`src/rtl/mbcrc_pkg.sv`:
```
// Package for the Modbus RTU framing encoder: request types, register indexes and the CRC step.
package mbcrc_pkg;

  // Configuration register indexes and widths.
  localparam int CFG_INDEX_W = 8;
  localparam int CFG_DATA_W  = 8;
  localparam logic [CFG_INDEX_W-1:0] CFG_STATION_ADDRESS     = 8'd0;
  localparam logic [CFG_INDEX_W-1:0] CFG_ADDRESS_AFTER_FIRST = 8'd1;

  // Reset values of the registers and of the CRC.
  localparam logic [7:0]  STATION_ADDRESS_RESET = 8'h01;
  localparam logic [15:0] CRC_INIT              = 16'hFFFF;
  localparam logic [15:0] CRC_POLY              = 16'hA001;

  // Largest number of line bytes that one payload request can cause.
  localparam int GROUP_MAX = 4;
  localparam int GROUP_CNT_W = $clog2(GROUP_MAX + 1);
  localparam int GROUP_IDX_W = $clog2(GROUP_MAX);

  // Input request: one payload byte and its last-byte flag.
  typedef struct packed {
    logic [7:0] payload_byte;
    logic       payload_last;
  } in_item_t;

  // Output request: one line byte and the frame-end mark.
  typedef struct packed {
    logic [7:0] line_byte;
    logic       frame_end;
  } out_item_t;

  // Configuration write as seen by the framer.
  typedef struct packed {
    logic                   en;
    logic [CFG_INDEX_W-1:0] index;
    logic [CFG_DATA_W-1:0]  data;
  } cfg_wr_t;

  // Group of line bytes produced from one payload request.
  typedef struct packed {
    out_item_t [GROUP_MAX-1:0] items;
    logic [GROUP_CNT_W-1:0]    count;
  } group_t;

  // Fold one byte into the reflected Modbus CRC-16.
  function automatic logic [15:0] crc_fold(input logic [15:0] crc, input logic [7:0] b);
    logic [15:0] c;
    c = crc ^ {8'h00, b};
    for (int i = 0; i < 8; i++) begin
      if (c[0]) begin
        c = (c >> 1) ^ CRC_POLY;
      end else begin
        c = c >> 1;
      end
    end
    return c;
  endfunction

endpackage

```
`src/rtl/mbcrc_framer.sv`:
```
// Framer: input register, configuration registers, CRC state and the byte group of one request.
module mbcrc_framer (
  input  logic                clk,
  input  logic                rst,
  input  logic                in_valid,
  output logic                in_stall,
  input  mbcrc_pkg::in_item_t in_data,
  input  mbcrc_pkg::cfg_wr_t  cfg,
  input  logic                grp_ready,
  output logic                grp_valid,
  output mbcrc_pkg::group_t   grp
);

  logic                hold_valid;
  mbcrc_pkg::in_item_t hold;
  logic [7:0]          station_address;
  logic                address_after_first;
  logic [15:0]         crc;
  logic                at_frame_start;

  logic                grp_load;
  logic [7:0]          first_byte;
  logic [7:0]          second_byte;
  logic [15:0]         crc_first;
  logic [15:0]         crc_next;
  logic                at_frame_start_next;

  // The held request moves on when the output buffer can take its group.
  assign grp_valid = hold_valid;
  assign grp_load  = hold_valid && grp_ready;
  assign in_stall  = hold_valid && !grp_ready;

  // Input register: takes a new request whenever the held one leaves or none is held.
  always_ff @(posedge clk) begin
    if (rst) begin
      hold_valid <= 1'b0;
    end else if (!in_stall) begin
      hold_valid <= in_valid;
    end
  end

  always_ff @(posedge clk) begin
    if (in_valid && !in_stall) begin
      hold <= in_data;
    end
  end

  // Configuration registers; writes to unknown indexes are dropped.
  always_ff @(posedge clk) begin
    if (rst) begin
      station_address     <= mbcrc_pkg::STATION_ADDRESS_RESET;
      address_after_first <= 1'b0;
    end else if (cfg.en) begin
      if (cfg.index == mbcrc_pkg::CFG_STATION_ADDRESS) begin
        station_address <= cfg.data;
      end else if (cfg.index == mbcrc_pkg::CFG_ADDRESS_AFTER_FIRST) begin
        address_after_first <= cfg.data[0];
      end
    end
  end

  // Order the address and payload bytes, and fold the data bytes into the CRC.
  always_comb begin
    if (at_frame_start && !address_after_first) begin
      first_byte  = station_address;
      second_byte = hold.payload_byte;
    end else begin
      first_byte  = hold.payload_byte;
      second_byte = station_address;
    end
    crc_first = mbcrc_pkg::crc_fold(crc, first_byte);
    if (at_frame_start) begin
      crc_next = mbcrc_pkg::crc_fold(crc_first, second_byte);
    end else begin
      crc_next = crc_first;
    end
    at_frame_start_next = hold.payload_last;
  end

  // Build the group: data bytes first, then CRC low and high on the last byte.
  always_comb begin
    grp.items[0] = '{line_byte: first_byte, frame_end: 1'b0};
    if (at_frame_start) begin
      grp.items[1] = '{line_byte: second_byte, frame_end: 1'b0};
      grp.items[2] = '{line_byte: crc_next[7:0], frame_end: 1'b0};
      grp.items[3] = '{line_byte: crc_next[15:8], frame_end: 1'b1};
    end else begin
      grp.items[1] = '{line_byte: crc_next[7:0], frame_end: 1'b0};
      grp.items[2] = '{line_byte: crc_next[15:8], frame_end: 1'b1};
      grp.items[3] = '{line_byte: crc_next[15:8], frame_end: 1'b1};
    end
    grp.count = (at_frame_start ? mbcrc_pkg::GROUP_CNT_W'(2) : mbcrc_pkg::GROUP_CNT_W'(1))
              + (hold.payload_last ? mbcrc_pkg::GROUP_CNT_W'(2) : mbcrc_pkg::GROUP_CNT_W'(0));
  end

  // Frame state advances when the group is handed over.
  always_ff @(posedge clk) begin
    if (rst) begin
      crc            <= mbcrc_pkg::CRC_INIT;
      at_frame_start <= 1'b1;
    end else if (grp_load) begin
      crc            <= hold.payload_last ? mbcrc_pkg::CRC_INIT : crc_next;
      at_frame_start <= at_frame_start_next;
    end
  end

endmodule

```
`src/rtl/mbcrc_outbuf.sv`:
```
// Output buffer: holds one group of line bytes and sends them one per cycle while out_stall is low.
module mbcrc_outbuf (
  input  logic                 clk,
  input  logic                 rst,
  input  logic                 grp_valid,
  input  mbcrc_pkg::group_t    grp,
  output logic                 grp_ready,
  output logic                 out_valid,
  input  logic                 out_stall,
  output mbcrc_pkg::out_item_t out_data
);

  mbcrc_pkg::out_item_t                 items [mbcrc_pkg::GROUP_MAX];
  logic [mbcrc_pkg::GROUP_CNT_W-1:0]    remaining;
  logic [mbcrc_pkg::GROUP_IDX_W-1:0]    head;
  logic                                 pop;
  logic                                 load;

  // A new group may enter once the buffer is empty or its last byte leaves now.
  assign out_valid = (remaining != '0);
  assign pop       = out_valid && !out_stall;
  assign grp_ready = (remaining == '0)
                   || ((remaining == mbcrc_pkg::GROUP_CNT_W'(1)) && pop);
  assign load      = grp_valid && grp_ready;
  assign out_data  = items[head];

  // Byte count and read pointer.
  always_ff @(posedge clk) begin
    if (rst) begin
      remaining <= '0;
      head      <= '0;
    end else if (load) begin
      remaining <= grp.count;
      head      <= '0;
    end else if (pop) begin
      remaining <= remaining - mbcrc_pkg::GROUP_CNT_W'(1);
      head      <= head + mbcrc_pkg::GROUP_IDX_W'(1);
    end
  end

  // Byte storage, loaded as a whole group.
  always_ff @(posedge clk) begin
    if (load) begin
      for (int i = 0; i < mbcrc_pkg::GROUP_MAX; i++) begin
        items[i] <= grp.items[i];
      end
    end
  end

endmodule

```
`src/rtl/modbus_rtu_frame_crc_encoder.sv`:
```
// Top level of the Modbus RTU framing encoder with CRC-16.
// Payload bytes enter one per request; the station address is added before the first byte
// (or after it when address_after_first is set), and the CRC low and high bytes follow the
// last byte, the high byte marked with frame_end. Each payload request yields one line byte,
// two at the start of a frame, plus two CRC bytes on the last one, and the output sends one
// byte per cycle while out_stall is low; an input register in front of the four-byte output
// buffer takes the next request while the current group is still being sent. The CRC steps
// of a request are computed combinationally between the input register and the output
// buffer. Configuration writes are always accepted and are meant to be made while the block
// is idle.
module modbus_rtu_frame_crc_encoder (
  input  logic                                clk,
  input  logic                                rst,
  input  logic                                in_valid,
  output logic                                in_stall,
  input  mbcrc_pkg::in_item_t                 in_data,
  output logic                                out_valid,
  input  logic                                out_stall,
  output mbcrc_pkg::out_item_t                out_data,
  input  logic                                cfg_valid,
  output logic                                cfg_ready,
  input  logic [mbcrc_pkg::CFG_INDEX_W-1:0]   cfg_index,
  input  logic [mbcrc_pkg::CFG_DATA_W-1:0]    cfg_data
);

  mbcrc_pkg::cfg_wr_t cfg;
  mbcrc_pkg::group_t  grp;
  logic               grp_valid;
  logic               grp_ready;

  // Register writes complete in the cycle they are offered.
  assign cfg_ready = 1'b1;
  assign cfg.en    = cfg_valid && cfg_ready;
  assign cfg.index = cfg_index;
  assign cfg.data  = cfg_data;

  mbcrc_framer u_framer (
    .clk       (clk),
    .rst       (rst),
    .in_valid  (in_valid),
    .in_stall  (in_stall),
    .in_data   (in_data),
    .cfg       (cfg),
    .grp_ready (grp_ready),
    .grp_valid (grp_valid),
    .grp       (grp)
  );

  mbcrc_outbuf u_outbuf (
    .clk       (clk),
    .rst       (rst),
    .grp_valid (grp_valid),
    .grp       (grp),
    .grp_ready (grp_ready),
    .out_valid (out_valid),
    .out_stall (out_stall),
    .out_data  (out_data)
  );

endmodule

```
`config.mk`:
```
export PLATFORM = sky130hd
export DESIGN_NAME = modbus_rtu_frame_crc_encoder
export DESIGN_NICKNAME = d
export VERILOG_FILES = /design/src/rtl/mbcrc_pkg.sv /design/src/rtl/mbcrc_framer.sv /design/src/rtl/mbcrc_outbuf.sv /design/src/rtl/modbus_rtu_frame_crc_encoder.sv
export SDC_FILE = /design/constraint.sdc
export NUM_CORES = 1
export LEC_CHECK = 0
export BUFFER_PORTS_ARGS = -buffer_cell sky130_fd_sc_hd__buf_4
export CAP_MARGIN = 20
export CORE_MARGIN = 2
export CORE_UTILIZATION = 50
export CTS_CLUSTER_DIAMETER = 100
export DETAILED_ROUTE_END_ITERATION = 7
export PLACE_DENSITY = 0.73
export SLEW_MARGIN = 20
export SYNTH_ARGS = -nofsm -noshare
export SYNTH_HDL_FRONTEND = slang
export SYNTH_SLANG_ARGS = --single-unit
```
`constraint.sdc`:
```
create_clock -name clk -period 4.1 [get_ports clk]
set_clock_uncertainty 0.15 [all_clocks]
set_input_delay 1.23 -clock clk [delete_from_list [all_inputs] [get_ports clk]]
set_output_delay 1.23 -clock clk [all_outputs]
set_load 0.03 [all_outputs]
```
Yosys cells after proc, flatten, opt, wreduce, memory -nomap -nowiden
Memory sizes are Yosys's and may differ from the RTL's. A register that Yosys moved wholly into a read port is not among the register bits.
Cells that the tools add are included.
- bitwise logic cells: 19
- add/subtract/negate cells: 3
- eq/ne operators: 2
- multiplexer cells: 36
- reduce and logical (&&, ||, !) cells: 18
- operators with widths (cell ; number):
    $mux 16 ; 25
    $not 2->3 ; 16
    $xor 16x8->16 ; 2
    $mux 18 ; 1
    $mux 8 ; 2
    $eq 8x1->1 const B ; 1
    $logic_not 8->1 ; 1
    $mux 2 ; 4
    $logic_and 1x1->1 ; 6
    $mux 3 ; 2
    $logic_not 1->1 ; 4
    $add 3x3->3 ; 1
    $eq 3x1->1 const B ; 1
    $logic_not 3->1 ; 1
    $reduce_and 3->1 ; 1
    $reduce_bool 3->1 ; 1
    $sub 3x1->3 const B ; 1
    $add 2x1->2 const B ; 1
    $mux 1 ; 2
    $reduce_and 2->1 ; 1
    $reduce_bool 2->1 ; 1
    $reduce_or 2->1 ; 1
    $logic_or 1x1->1 ; 1
    $not 1->1 ; 1
- bits of input ports: 30
- word-level logic and storage cells: 88
- RAM bits: 36
- register bits: 41
- memories: 1
- memory list (name ; words ; width ; read ports ; clocked after memory_dff ; wr ports ; RTL line ; source):
    u_outbuf.items ; 4 ; 9 ; 1 ; 1 ; 4 ; mbcrc_outbuf.sv:13 ; mbcrc_pkg::out_item_t items [mbcrc_pkg::GROUP_MAX];

Longest topological paths before layout
- word-level depth: 46
- mapped depth: 12
- mapped depth without buffers: 9

By module
A second synthesis with hierarchy kept.
- cells, all modules: 342
- area, all modules: 4131.5 um^2
- by module, submodules not included (module ; area each (um^2) ; times used ; cells an instance):
    mbcrc_framer ; 2461.1 ; 1 ; 255
    mbcrc_outbuf ; 1659.1 ; 1 ; 85
    modbus_rtu_frame_crc_encoder ; 11.3 ; 1 ; 2

Worst setup path before layout
OpenSTA, ideal clock, no wires.
- path kind: input to register
- from: in out_stall
- to: reg u_framer.crc[14]
- buffers on the path: 2
- setup slack: 0.367 ns
- data arrival time: 3.465 ns
- required time: 3.832 ns
- cell stages on the path: 8
- setup time: 0.118 ns
- path through: inv_1 -> a21oi_1 -> nor2_1 -> and2_1 -> clkbuf_1 -> clkbuf_1 -> nand2_1 -> o22a_1
- longest elaborated chain between the ends: 5
- ends and longest elaborated chain (what ; RTL line ; source):
    start: declaration ; modbus_rtu_frame_crc_encoder.sv:18 ; input logic out_stall,
    $logic_not 1->1 ; mbcrc_outbuf.sv:21 ; assign pop = out_valid && !out_stall;
    $logic_and 1x1->1 ; mbcrc_outbuf.sv:21 ;
    $logic_and 1x1->1 ; mbcrc_outbuf.sv:23 ; || ((remaining == mbcrc_pkg::GROUP_CNT_W'(1)) && pop);
    $logic_or 1x1->1 ; mbcrc_outbuf.sv:23 ;
    $logic_and 1x1->1 ; mbcrc_framer.sv:30 ; assign grp_load = hold_valid && grp_ready;
    via u_framer.grp_load ; mbcrc_framer.sv:21 ; logic grp_load;
    end signal: assignment ; mbcrc_framer.sv:99 ; crc <= mbcrc_pkg::CRC_INIT;
    end signal: assignment ; mbcrc_framer.sv:102 ; crc <= hold.payload_last ? mbcrc_pkg::CRC_INIT : crc_next;
    end: declaration ; mbcrc_framer.sv:18 ; logic [15:0] crc;
The timed path passes the listed nets, and every way through them passes these cells.
A chain may end at the register's enable or synchronous reset.

Worst setup path in the final report
- from: in out_stall
- to: out in_stall
- longest elaborated chain between the ends: 6
- ends and longest elaborated chain (what ; RTL line ; source):
    $logic_not 1->1 ; mbcrc_outbuf.sv:21 ;
    $logic_and 1x1->1 ; mbcrc_outbuf.sv:21 ;
    $logic_and 1x1->1 ; mbcrc_outbuf.sv:23 ;
    $logic_or 1x1->1 ; mbcrc_outbuf.sv:23 ;
    $logic_not 1->1 ; mbcrc_framer.sv:31 ; assign in_stall = hold_valid && !grp_ready;
    $logic_and 1x1->1 ; mbcrc_framer.sv:31 ;
    end: declaration ; modbus_rtu_frame_crc_encoder.sv:15 ; output logic in_stall,
No other way between the ends.

==> impl_results.md <==
* Outcome: finished, final reports clean
* Critical path depth at 6
* Layout area overhead at 14.4%
* TNS Setup at 0 ps
* Clock tree sinks at 76
* Cts hold-fix bufs at 0
* WL met1 at 3.34 mm
* Count of final setup violators at 0
* Vias/cell at 5.07
* Max Used Layer: met4
* Worst path cell trace: buf_4 > inv_1 > a21oi_1 > o21ai_0 > inv_1 > buf_4
* Initial antenna violation count at 0
* Port bufs at 40
* Slew Viols, Final at 0
* Starting density of the core at 50.9%
* Vias at 2,330
* Setup WS pre-CTS at 798 ps
* Critical path class: in2out
* Initial DRC Count at 175
* Compound-Gate Fraction of Synth Area at 7.33%
* Synth cell types at 45
* Worst EP arrival at 1930 ps
* CTS Buffer Depth at 2
* Layout cells sized above 1 at 24.3%
* Placer Congestion at 0.834
* IO Pins at 42
* Leakage at 1.66 nW
* Clk root buf: clkbuf_8
* Post-synthesis mux area share at 13.9%
* Asr flop ratio synth at 0%
* Critical path endpoint category: output pin
* Yosys reg bits at 76
* R2R Setup Slk at 940 ps
* Remaining antenna violation count at 0
* First-pass GRT wire length at 12.0 mm
* Synth Flop Type: edfxtp_1
* Total gr overflow at 0
* Die ar. at 0.00850 mm²
* Number of synthesis warnings at 0
* Reg2Reg Depth at 9
* TritonCTS clock tree: built
* Number of flops mapped to enable cells by yosys at 42
* Final hold violation count at 0
* Cell Rows at 32
* Slew headroom at 46.4%
* Hold Path Stages at 1
* Met2 routed WL at 3.35 mm
* Met3 wire len at 300 µm
* Post-synthesis instance area at 0.00389 mm²
* Slowest CP cell: o21ai_0
* Number of global-route vias before repair at 2,376
* Detailed Place HPWL at 5.43 mm
* Die X at 92.2 µm
* Crit path max-delay family: buffers and inverters
* Post-Synth Adder-Cell Area at 1.29%
* Synthesized netlist cell count at 315
* Worst Tran Pin Value at 802 ps
* Tcrit/Tclk final at 80.6%
* Worst setup SP type: primary input
* Post-CTS Setup Bufs at 0
* CTS buffer count at 9
* Routed len/inst at 15.5 µm
* Drt drc at 0
* Syn_area_per_cell at 12.3 µm²
* WL final at 7.12 mm
* Crit-path max FO at 2
* Total Nets Final at 387
* Worst EP required at 2720 ps
* Worst vdd ir at 433 µV
* Simple-gate share of the synthesized area at 8.07%
* Slowest stage delay, CP at 210 ps
* Max-cap violations at 0
* Post-CTS sizing at 0
* Register area share after synthesis at 49.9%
* Tmin final at 3310 ps
* Pwr dens at 839 mW/mm²
* Reg clk slew, reported paths at 70 ps
* Die Ht at 92.2 µm
* Post-Synth XOR/XNOR Area at 15.5%
* F_max at 302 MHz
* Setup WS post-layout at 794 ps
* Largest net degree at the start of global routing at 43
* H-tree levels at 3
* Area of the core at 0.00765 mm²
* RSZ-0062 raised after global routing: no
* Largest family of logic cells by synthesized area: XOR/XNOR gates
* Drt first pass iters at 4
* Type of the worst min-delay path: reg2reg
* Antenna Cells at 0
* Filler Cell Count at 635
* Buffers and inverters on the worst path at 4
* GRT Overall Usage at 18.7%
* Clk Latency, worst-skew pair at 350 ps
* Syn_nets at 349
==> placed cells by master (no fill, tap or decap), drive strengths merged <==
| cell | Yosys | routed |
|---|---|---|
| mux2i | 27 | 27 |
| nand3 | 1 | 1 |
| nand2 | 11 | 11 |
| xnor2 | 24 | 24 |
| conb | 1 | 1 |
| a31oi | 1 | 1 |
| clkinvlp | 0 | 1 |
| nand2b | 10 | 10 |
| xor3 | 3 | 3 |
| mux2 | 7 | 7 |
| o21a | 2 | 2 |
| clkbuf | 11 | 9 |
| a21oi | 24 | 24 |
| bufinv | 0 | 2 |
| and3 | 1 | 1 |
| nor4 | 1 | 1 |
| xor2 | 20 | 20 |
| buf | 6 | 44 |
| a211o | 1 | 1 |
| clkinv | 0 | 4 |
| inv | 10 | 10 |
| xnor3 | 2 | 2 |
| nor3 | 1 | 1 |
| nor2 | 39 | 39 |
| o22ai | 6 | 6 |
| dfxtp | 34 | 34 |
| edfxtp | 42 | 42 |
| or2 | 1 | 1 |
| nor2b | 1 | 1 |
| ha | 4 | 4 |
| o22a | 6 | 6 |
| mux4 | 8 | 8 |
| and2 | 2 | 2 |
| nor4b | 1 | 1 |
| a211oi | 2 | 2 |
| o21ai | 3 | 3 |
| o21bai | 2 | 2 |
==> Yosys cell counts (2+ instances only) <==
master	count	area, µm²
xor2_2	2	32.5
o21a_1	2	15.0
buf_6	2	22.5
mux2_2	4	45.0
and2_1	2	12.5
nand2_1	11	41.3
o21ai_0	3	15.0
a21oi_1	24	120
xnor2_1	21	184
buf_12	2	40.0
inv_1	10	37.5
clkbuf_1	11	41.3
mux2_4	3	45.0
a211oi_1	2	15.0
nor2_1	39	146
xnor2_4	2	55.1
edfxtp_1	42	1260
nand2b_1	9	56.3
xor3_1	2	47.6
mux4_2	8	180
o21bai_1	2	15.0
ha_1	4	50.1
o22a_1	6	52.6
mux2i_1	27	270
o22ai_1	6	37.5
dfxtp_1	34	681
xor2_4	2	55.1
xor2_1	16	140
==> kinds of logic after synthesis <==
| kind of cell | after synthesis |
|---|---|
| other | 1 |
| muxes | 42 |
| xor gates and xnor gates | 49 |
| buffers and inverters | 27 |
| AOI/OAI and AO/OA | 47 |
| DFF | 76 |
| and+or+nand+nor | 69 |
| adders and majority gates | 4 |
==> stage by stage <==
stage                     power (mW)  std cells  util, %  hold WS [ps]  instance area, µm²
after global routing            3.98        460     58.2           382                4450
after detailed placement        3.14        444     55.4           338                4230
final                           3.73        460     58.2           355                4450
after floorplan                 2.78        315        -           310                3890
after global placement          3.09        444     55.4           322                4230
after CTS                       3.76        460     58.2           355                4450
==> final cells by class <==
class	instances	area [µm²]	area share (%)
well taps	102	128	2.87
repair buffers	44	330	7.42
flip-flops and latches	76	1940	43.6
multi-input cells	212	1800	40.4
clock buffers	9	124	2.78
clock inverters	7	91.3	2.05
inverters	10	37.5	0.844
==> worst reg2reg max path, delay by kind of cell (launching register included) <==
family,cells,cell delay [ps]
muxes,1,420
xor gates and xnor gates,5,1690
DFF,1,330
and+or+nand+nor,2,360
AOI/OAI and AO/OA,1,90
==> final timing paths <==
kind | start | end
setup / recovery | out_stall | in_stall
hold / removal | u_framer.crc[15] | u_framer.crc[15]
setup reg to reg | u_framer.address_after_first | u_framer.crc[0]
hold reg to reg | u_framer.crc[15] | u_framer.crc[15]
==> power by group <==
part / internal, mW / switching, mW / leakage, nW
sequential: 1.09 / 0.0980 / 0.671
combinational: 0.939 / 0.996 / 0.883
clock: 0.340 / 0.266 / 0.109
total: 2.37 / 1.36 / 1.66
==> per-layer routing <==
| layer | track usage (%) | vias to the layer above |
|---|---|---|
| met5 | 0 | - |
| met4 | 7.46 | 0 |
| met3 | 4.44 | 9 |
| met2 | 28.7 | 55 |
| met1 | 25.6 | 1084 |
| li1 | - | 1182 |
==> sequential cells by signal, indices dropped and copies added, names as in the netlist, named ones only <==
register	flops
u_framer.hold	8
u_framer.at_frame_start_next	1
u_outbuf.remaining	3
u_outbuf.head	2
u_framer.address_after_first	1
u_framer.at_frame_start	1
u_framer.station_address	8
u_framer.crc	16
u_framer.grp_valid	1
u_outbuf.items	33
(Power assumes the default switching activity.)
